$ cat src/hw/rtl/uvst_pkg.sv
// Shared types and constants for the unique value set table.
// Used by the controller, the datapath and the top level; no dependencies.
package uvst_pkg;

   typedef enum logic [1:0] {
      OP_INSERT   = 2'd0,
      OP_REMOVE   = 2'd1,
      OP_CONTAINS = 2'd2,
      OP_COUNT    = 2'd3
   } opcode_type;

   typedef enum logic [2:0] {
      ST_OK        = 3'd0,
      ST_EMPTY     = 3'd1,
      ST_NOT_FOUND = 3'd2,
      ST_EXISTS    = 3'd3,
      ST_FULL      = 3'd4
   } status_type;

   typedef struct packed {
      opcode_type         opcode;
      logic signed [31:0] value;
   } req_type;

   typedef struct packed {
      status_type status;
      logic [4:0] occupancy;
      logic [4:0] even_total;
   } rsp_type;

   typedef enum logic [1:0] {
      CS_IDLE,
      CS_SCAN,
      CS_READ_LAST,
      CS_MOVE
   } ctrl_state_type;

   // controller -> datapath
   typedef struct packed {
      logic       load;
      logic       scan_en;
      logic       rd_last;
      logic       wr_insert;
      logic       wr_move;
      logic       respond;
      logic       report_evens;
      status_type rsp_status;
   } dp_cmd_type;

   // datapath -> controller
   typedef struct packed {
      opcode_type op;
      logic       fill_zero;
      logic       full;
      logic       scan_done;
      logic       match;
   } dp_status_type;

endpackage

$ cat src/hw/rtl/uvst_ram.sv
// Generic simple dual-port RAM: one write port, one read port, registered read.
// No dependencies.
module uvst_ram #(
   parameter int WIDTH = 32,
   parameter int DEPTH = 16
) (
   input  logic                                   clock,
   input  logic                                   wr_en,
   input  logic [((DEPTH > 1) ? $clog2(DEPTH) : 1)-1:0] wr_addr,
   input  logic [WIDTH-1:0]                       wr_data,
   input  logic                                   rd_en,
   input  logic [((DEPTH > 1) ? $clog2(DEPTH) : 1)-1:0] rd_addr,
   output logic [WIDTH-1:0]                       rd_data
);

   logic [WIDTH-1:0] mem_ff [DEPTH];
   logic [WIDTH-1:0] rd_data_ff;

   always_ff @(posedge clock) begin
      if (wr_en) begin
         mem_ff[wr_addr] <= wr_data;
      end
      if (rd_en) begin
         rd_data_ff <= mem_ff[rd_addr];
      end
   end

   assign rd_data = rd_data_ff;

endmodule

$ cat src/hw/rtl/uvst_datapath.sv
// Datapath of the set table: request latch, fill count, entry RAM, scan and response registers.
// Depends on uvst_pkg and uvst_ram.
module uvst_datapath #(
   parameter int CAPACITY = 16
) (
   input  logic                     clock,
   input  logic                     reset,
   input  uvst_pkg::req_type        req_item,
   input  uvst_pkg::dp_cmd_type     cmd,
   output uvst_pkg::dp_status_type  sts,
   output logic                     rsp_valid,
   output uvst_pkg::rsp_type        rsp_item
);

   localparam int CW = $clog2(CAPACITY + 1);
   localparam int AW = (CAPACITY > 1) ? $clog2(CAPACITY) : 1;

   uvst_pkg::req_type req_ff, req_in;
   logic [CW-1:0]     fill_ff, fill_in;
   logic [CW-1:0]     scan_idx_ff, scan_idx_in;
   logic              rd_vld_ff, rd_vld_in;
   logic [AW-1:0]     rd_idx_ff, rd_idx_in;
   logic              match_ff, match_in;
   logic [AW-1:0]     slot_ff, slot_in;
   logic [CW-1:0]     even_ff, even_in;
   logic              rsp_valid_ff, rsp_valid_in;
   uvst_pkg::rsp_type rsp_ff, rsp_in;

   logic              is_count;
   logic              scan_issue;
   logic              hit;
   logic [CW-1:0]     last_idx;
   logic              ram_wr_en;
   logic [AW-1:0]     ram_wr_addr;
   logic [31:0]       ram_wr_data;
   logic              ram_rd_en;
   logic [AW-1:0]     ram_rd_addr;
   logic [31:0]       ram_rd_data;
   logic [CW+4:0]     occ_wide;
   logic [CW+4:0]     even_wide;

   assign is_count = (req_ff.opcode == uvst_pkg::OP_COUNT);
   assign last_idx = fill_ff - CW'(1);

   // a search stops issuing reads once a match is known; count walks every entry
   assign scan_issue = cmd.scan_en && (scan_idx_ff < fill_ff) && !(match_ff && !is_count);
   assign hit = rd_vld_ff && (ram_rd_data == req_ff.value) && !match_ff;

   assign ram_rd_en   = scan_issue | cmd.rd_last;
   assign ram_rd_addr = cmd.rd_last ? last_idx[AW-1:0] : scan_idx_ff[AW-1:0];
   assign ram_wr_en   = cmd.wr_insert | cmd.wr_move;
   assign ram_wr_addr = cmd.wr_move ? slot_ff : fill_ff[AW-1:0];
   assign ram_wr_data = cmd.wr_move ? ram_rd_data : req_ff.value;

   uvst_ram #(
      .WIDTH (32),
      .DEPTH (CAPACITY)
   ) u_entries (
      .clock   (clock),
      .wr_en   (ram_wr_en),
      .wr_addr (ram_wr_addr),
      .wr_data (ram_wr_data),
      .rd_en   (ram_rd_en),
      .rd_addr (ram_rd_addr),
      .rd_data (ram_rd_data)
   );

   always_comb begin
      req_in       = cmd.load ? req_item : req_ff;
      scan_idx_in  = scan_idx_ff;
      rd_vld_in    = scan_issue;
      rd_idx_in    = scan_idx_ff[AW-1:0];
      match_in     = match_ff;
      slot_in      = slot_ff;
      even_in      = even_ff;
      fill_in      = fill_ff;

      if (scan_issue) begin
         scan_idx_in = scan_idx_ff + CW'(1);
      end
      if (hit) begin
         match_in = 1'b1;
         slot_in  = rd_idx_ff;
      end
      if (rd_vld_ff && !ram_rd_data[0]) begin
         even_in = even_ff + CW'(1);
      end
      if (cmd.load) begin
         scan_idx_in = '0;
         rd_vld_in   = 1'b0;
         match_in    = 1'b0;
         even_in     = '0;
      end

      if (cmd.wr_insert) begin
         fill_in = fill_ff + CW'(1);
      end else if (cmd.wr_move) begin
         fill_in = last_idx;
      end

      occ_wide  = {5'b0, fill_in};
      even_wide = {5'b0, even_ff};

      rsp_valid_in        = cmd.respond;
      rsp_in.status       = cmd.rsp_status;
      rsp_in.occupancy    = occ_wide[4:0];
      rsp_in.even_total   = cmd.report_evens ? even_wide[4:0] : 5'd0;
   end

   always_ff @(posedge clock) begin
      if (reset) begin
         fill_ff      <= '0;
         rd_vld_ff    <= 1'b0;
         rsp_valid_ff <= 1'b0;
      end else begin
         fill_ff      <= fill_in;
         rd_vld_ff    <= rd_vld_in;
         rsp_valid_ff <= rsp_valid_in;
      end
   end

   always_ff @(posedge clock) begin
      req_ff      <= req_in;
      scan_idx_ff <= scan_idx_in;
      rd_idx_ff   <= rd_idx_in;
      match_ff    <= match_in;
      slot_ff     <= slot_in;
      even_ff     <= even_in;
      if (cmd.respond) begin
         rsp_ff <= rsp_in;
      end
   end

   always_comb begin
      sts.op        = req_ff.opcode;
      sts.fill_zero = (fill_ff == '0);
      sts.full      = (fill_ff == CW'(CAPACITY));
      sts.match     = match_ff;
      sts.scan_done = (match_ff && !is_count) || ((scan_idx_ff == fill_ff) && !rd_vld_ff);
   end

   assign rsp_valid = rsp_valid_ff;
   assign rsp_item  = rsp_ff;

   a_fill_bound: assert property (@(posedge clock) disable iff (reset)
      fill_ff <= CW'(CAPACITY))
      else $error("fill count above capacity");

   a_insert_room: assert property (@(posedge clock) disable iff (reset)
      cmd.wr_insert |-> (fill_ff < CW'(CAPACITY)) && !match_ff)
      else $error("insert into full table or over an existing value");

   a_move_nonempty: assert property (@(posedge clock) disable iff (reset)
      cmd.wr_move |-> match_ff && (fill_ff != '0))
      else $error("remove move without a match");

   a_single_strobe: assert property (@(posedge clock) disable iff (reset)
      rsp_valid_ff |=> !rsp_valid_ff)
      else $error("response strobe longer than one cycle");

endmodule

$ cat src/hw/rtl/uvst_ctrl.sv
// Controller state machine of the set table: sequences scan, write and response steps.
// Depends on uvst_pkg.
module uvst_ctrl (
   input  logic                    clock,
   input  logic                    reset,
   input  logic                    start,
   output logic                    busy,
   input  uvst_pkg::dp_status_type sts,
   output uvst_pkg::dp_cmd_type    cmd
);

   uvst_pkg::ctrl_state_type state_ff, state_in;

   always_ff @(posedge clock) begin
      if (reset) begin
         state_ff <= uvst_pkg::CS_IDLE;
      end else begin
         state_ff <= state_in;
      end
   end

   always_comb begin
      state_in       = state_ff;
      cmd            = '0;
      cmd.rsp_status = uvst_pkg::ST_OK;
      busy           = (state_ff != uvst_pkg::CS_IDLE);

      case (state_ff)
         uvst_pkg::CS_IDLE: begin
            if (start) begin
               cmd.load = 1'b1;
               state_in = uvst_pkg::CS_SCAN;
            end
         end
         uvst_pkg::CS_SCAN: begin
            cmd.scan_en = 1'b1;
            if (sts.scan_done) begin
               state_in    = uvst_pkg::CS_IDLE;
               cmd.respond = 1'b1;
               case (sts.op)
                  uvst_pkg::OP_INSERT: begin
                     if (sts.match) begin
                        cmd.rsp_status = uvst_pkg::ST_EXISTS;
                     end else if (sts.full) begin
                        cmd.rsp_status = uvst_pkg::ST_FULL;
                     end else begin
                        cmd.wr_insert = 1'b1;
                     end
                  end
                  uvst_pkg::OP_REMOVE: begin
                     if (sts.fill_zero) begin
                        cmd.rsp_status = uvst_pkg::ST_EMPTY;
                     end else if (!sts.match) begin
                        cmd.rsp_status = uvst_pkg::ST_NOT_FOUND;
                     end else begin
                        // fetch the last entry to fill the hole
                        cmd.respond = 1'b0;
                        state_in    = uvst_pkg::CS_READ_LAST;
                     end
                  end
                  uvst_pkg::OP_CONTAINS: begin
                     if (sts.fill_zero) begin
                        cmd.rsp_status = uvst_pkg::ST_EMPTY;
                     end else if (!sts.match) begin
                        cmd.rsp_status = uvst_pkg::ST_NOT_FOUND;
                     end
                  end
                  default: begin
                     if (sts.fill_zero) begin
                        cmd.rsp_status = uvst_pkg::ST_EMPTY;
                     end else begin
                        cmd.report_evens = 1'b1;
                     end
                  end
               endcase
            end
         end
         uvst_pkg::CS_READ_LAST: begin
            cmd.rd_last = 1'b1;
            state_in    = uvst_pkg::CS_MOVE;
         end
         uvst_pkg::CS_MOVE: begin
            cmd.wr_move = 1'b1;
            cmd.respond = 1'b1;
            state_in    = uvst_pkg::CS_IDLE;
         end
         default: begin
            state_in = uvst_pkg::CS_IDLE;
         end
      endcase
   end

   a_busy_after_start: assert property (@(posedge clock) disable iff (reset)
      (start && !busy) |=> busy)
      else $error("request accepted but controller not busy");

   a_move_follows_read: assert property (@(posedge clock) disable iff (reset)
      (state_ff == uvst_pkg::CS_MOVE) |-> $past(state_ff == uvst_pkg::CS_READ_LAST))
      else $error("move step without a preceding last-entry read");

   a_respond_once: assert property (@(posedge clock) disable iff (reset)
      cmd.respond |=> !busy)
      else $error("controller still busy after responding");

endmodule

$ cat src/hw/rtl/unique_value_set_table_core.sv
// Unique value set table: distinct signed 32-bit values, searched one entry per cycle.
// A search stops at the first match, while a count walks every entry; a successful remove
// then reads the last entry and moves it into the freed slot before it responds. Busy
// drops in the strobe cycle and the next request is accepted at the edge ending it.
// Reset clears the fill count and control state; stored entries are not cleared.
// Depends on uvst_pkg, uvst_ctrl, uvst_datapath and uvst_ram; the receiver cannot stall.
module unique_value_set_table_core #(
   parameter int CAPACITY = 16
) (
   input  logic              clock,
   input  logic              reset,
   input  logic              start,
   output logic              busy,
   input  uvst_pkg::req_type req_item,
   output logic              rsp_valid,
   output uvst_pkg::rsp_type rsp_item
);

   uvst_pkg::dp_cmd_type    cmd;
   uvst_pkg::dp_status_type sts;

   uvst_ctrl u_ctrl (
      .clock (clock),
      .reset (reset),
      .start (start),
      .busy  (busy),
      .sts   (sts),
      .cmd   (cmd)
   );

   uvst_datapath #(
      .CAPACITY (CAPACITY)
   ) u_datapath (
      .clock     (clock),
      .reset     (reset),
      .req_item  (req_item),
      .cmd       (cmd),
      .sts       (sts),
      .rsp_valid (rsp_valid),
      .rsp_item  (rsp_item)
   );

endmodule

$ cat config.mk
export PLATFORM = sky130hd
export DESIGN_NAME = unique_value_set_table_core
export DESIGN_NICKNAME = d
export VERILOG_FILES = /design/src/hw/rtl/uvst_pkg.sv /design/src/hw/rtl/uvst_ram.sv /design/src/hw/rtl/uvst_datapath.sv /design/src/hw/rtl/uvst_ctrl.sv /design/src/hw/rtl/unique_value_set_table_core.sv
export SDC_FILE = /design/constraint.sdc
export NUM_CORES = 1
export LEC_CHECK = 0
export ABC_AREA = 1
export BUFFER_PORTS_ARGS = -buffer_cell sky130_fd_sc_hd__buf_2
export CAP_MARGIN = 10
export CELL_PAD_IN_SITES_DETAIL_PLACEMENT = 0
export CELL_PAD_IN_SITES_GLOBAL_PLACEMENT = 1
export CORE_ASPECT_RATIO = 0.7
export CORE_MARGIN = 4
export CORE_UTILIZATION = 51
export CTS_CLUSTER_SIZE = 10
export DETAILED_ROUTE_END_ITERATION = 8
export GPL_TIMING_DRIVEN = 0
export PLACE_DENSITY = 0.77
export SETUP_SLACK_MARGIN = 0.02
export SLEW_MARGIN = 20
export SYNTH_ARGS = -nofsm -noshare
export SYNTH_HDL_FRONTEND = slang
export SYNTH_SLANG_ARGS = --single-unit
export TNS_END_PERCENT = 20
$ cat constraint.sdc
create_clock -name clock -period 4.3 [get_ports clock]
set_input_delay 0.86 -clock clock [delete_from_list [all_inputs] [get_ports clock]]
set_output_delay 0.86 -clock clock [all_outputs]
set_load 0.05 [all_outputs]
==> flow_summary.yaml <==
floorplanning:
  dieArea_sq_mm: 0.05531
  rows: 69
  die_w_microns: 279.4
  start_util_pct: 51.71
  core_area_sq_mm: 0.05085
  pin_count: 52
  die_h_microns: 198.0
setup_path:
  critPathLaunchType: "register"
  startpoint: "u_datapath.fill_ff[3]"
  crit_required_ns: 4.61
  critical_path.reg2reg.startpoint: "u_datapath.fill_ff[3]"
  path_max_fanout: 18
  crit_type: "reg -> reg"
  cp-end-kind: "register"
  crit_arrival_ns: 3.77
synth:
  synth_ff_type: "edfxtp_1"
  synth.top_cells.by_area: "edfxtp_1 (68%), nand2_1 (11%), nand3_1 (4.8%)"
  yosys.cell_types.count: 32
  synth_compound_area_share_pct: 5.182
  syn_area_sq_mm: 0.02629
  ys_async_sr_fraction_pct: 0
  synth_nets: 2439
  synth_cells: 2389
  synth_top_cell_by_area: "edfxtp_1"
  post-synth-top-count-cell: "nand2_1"
  yosysWarnings: 0
  synth_edf_count: 595
  synthMuxAreaShare_pct: 0
  synth_top_cell_area_share_pct: 67.95
  synthTopCellsByCount: "nand2_1 (785), edfxtp_1 (595), inv_1 (287)"
  synth_top_family_by_area: "simple AND/OR/NAND/NOR gates"
  syn-mean-instance-area_sq_um: 11.01
  synth-xor-area-share_pct: 0.3331
  yosys.area_share.simple_pct: 17.69
  synth_fa_ha_area_share_pct: 0.6186
  synth_seq_cells: 619
  yosysSeqAreaShare_pct: 69.78
final_layout:
  nFillCells: 4079
  nets: 2605
  areaGrowthSynthToFinish_pct: 15.06
  n_antenna_cell: 0
  layout-drive-gt1-share_pct: 11.47
min_path:
  min-delay-path-class: "reg -> reg"
  hold_path_startpoint: "u_datapath.rd_idx_ff[3]"
grt:
  grt.overflow.total: 0
  grt_pass1_wl_mm: 116.7
  grt_pass1_vias: 17210
  antenna_found_initial: 0
  track_usage_pct: 29.51
  grt_start_max_net_pins: 22
sta:
  rsz0062_at_grt: "no"
  slew_viol_final: 0
  setup_slack_ns: 0.8402
  period_needed_ns: 3.460
  slew_headroom_pct: 18.73
  max_slew.worst_pin.slew_ns: 1.219
  hold_violations: 0
  fmax_ghz: 0.2890
  post-route-period-util_pct: 80.46
  finalClockSkew_ns: 0.02167
  setup-violations-final: 0
  tns_ns: 0
routing:
  viasPerCell: 5.706
  antenna_left: 0
  drt-initial-drc-count: 2559
  post_drt_wl_per_cell_microns: 25.04
  drt_wl_total_mm: 81.30
  vias: 18530
  drc: 0
  top_layer: "met4"
  route.met2.wl_mm: 34.51
  m1WireLength_mm: 34.77
  dr_wl_met3_mm: 9.842
  first_pass_iters: 6
placed_design:
  io_buffers: 50
  place_ws_ns: 0.8814
  gp_congestion: 0.9354
  dp_hpwl_mm: 56.04
power:
  p_comb_share_pct: 8.7
  clkPwrFrac_pct: 40.6
  p_leak_nw: 12.02
  vdd_ir_drop_max_v: 0.0002998
  internal_power_mw: 10.14
  powerDensity_mw_per_mm2: 441.4
  p_sw_share_pct: 24.05
  p_sw_mw: 3.211
  p_seq_share_pct: 50.7
outcome:
  status: "finished, final reports clean"
clocking:
  cts_buffer_depth: 3
  htreeDepth: 3
  cts.clk_slew.worst_paths_ns: 0.06
  cts-resized-gates: 0
  cts_sinks: 619
  numCtsBuffers: 72
  hold_buffers: 0
  postCtsSetupBuffers: 0
  cts-root-buf: "clkbuf_16"
  cts_tree: "built"
  clk-insertion-delay-late_ns: 0.63
flow_run:
  maxCapViolCount: 0
## final cells by class
cell class / instances / area [sq um] / area share, %
clock inverters: 4 / 35.03 / 0.1158
inverters: 292 / 1096 / 3.623
multi-input cells: 1366 / 6405 / 21.17
plain buffers: 112 / 586.8 / 1.940
repair buffers: 92 / 1003 / 3.317
clock buffers: 88 / 1936 / 6.398
flip-flops and latches: 619 / 18350 / 60.65
well taps: 674 / 843.3 / 2.788
## placed cells by master, fill, tap and decap left out, types with 2 or more instances in the layout
cell type  netlist  routed
o211ai_1       128     128
o21ai_0         54      27
nor2_4           0      16
inv_2            5       6
nand2_2          2       3
clkbuf_1        17      29
nor3b_1          3       3
edfxtp_1       595     595
nand3b_1         2       2
inv_1          287     286
o21ai_2          1       6
nand3_1        250     250
inv_6            0       4
o21ai_1          1      23
nor2_1          76      60
buf_16           0      15
xor2_1           4       4
xnor2_1          6       6
nand2_1        785     784
nand4_1          9       9
a21oi_1         20      20
nor3_1           5       5
clkbuf_16        0      75
buf_1            6       6
ha_1            13      13
buf_4           17      33
buf_12           0      11
dfxtp_1         24      24
buf_2           70     120
buf_6            2       2
## kinds of logic (layout without fill, tap and decap cells)
group	Yosys count	after routing
flops	619	619
buf+inv	404	588
compound gates	206	206
simple gates	1137	1137
xor+xnor	10	10
fa+ha+maj	13	13
## worst paths after layout
path                                    endpoint  slack, ns  depth (start not counted)
min reg2reg                u_datapath.slot_ff[3]       0.40                          0
max          u_datapath.u_entries.mem_ff[11][16]       0.84                         11
max reg2reg  u_datapath.u_entries.mem_ff[11][16]       0.84                         11
min                        u_datapath.slot_ff[3]       0.40                          0
## metal layers
layer	vias to the layer above	track usage [%]
met3	152	6.542
met2	1101	42.99
met1	8873	44.75
li1	8400	-
met5	-	0
met4	0	9.035
## power by group through the flow
stage	clock network, mW	registers (mW)	logic [mW]
2_1_floorplan	0	6.91	0.630
3_3_place_gp	0	6.90	1.08
3_5_place_dp	0	6.89	1.13
4_1_cts	5.47	6.77	1.14
5_1_grt	5.72	6.77	1.25
6_report	5.42	6.77	1.16
## state kept, by name, summed over array words and instances, names as in the netlist, 4 cells and up, named ones only
register and cells:
u_datapath.rd_idx_ff 4, u_datapath.slot_ff 4, u_datapath.u_entries.mem_ff 512, u_datapath.even_ff 5, u_datapath.scan_idx_ff 5, u_datapath.u_entries.rd_data 32, u_datapath.fill_ff 5, u_datapath.req_ff 32
u_datapath.rsp_item 13
## through the flow
| step | total power, mW | util (%) | instance area [sq um] | hold WS, ns | std cells |
|---|---|---|---|---|---|
| after floorplan | 7.539 | - | 26290 | 0.3798 | 2389 |
| after global placement | 7.979 | 53.86 | 27390 | 0.3910 | 3113 |
| after detailed placement | 8.026 | 55.61 | 28280 | 0.3887 | 3155 |
| after CTS | 13.38 | 59.49 | 30250 | 0.3761 | 3247 |
| after global routing | 13.75 | 59.49 | 30250 | 0.3891 | 3247 |
| final | 13.35 | 59.49 | 30250 | 0.4050 | 3247 |
## critical path: stages (launching register included)
cell and delay [ns]:
dfxtp_1 0.50, inv_1 0.13, ha_1 0.29, nand2_1 0.05, nor2_1 0.13, nand3_1 0.13
nand2_1 0.19, nand3_1 0.21, nand2_1 0.17, nand3_1 0.34, nor2_4 0.69, buf_12 0.27
No activity file was read; power rests on OpenSTA's default activity.
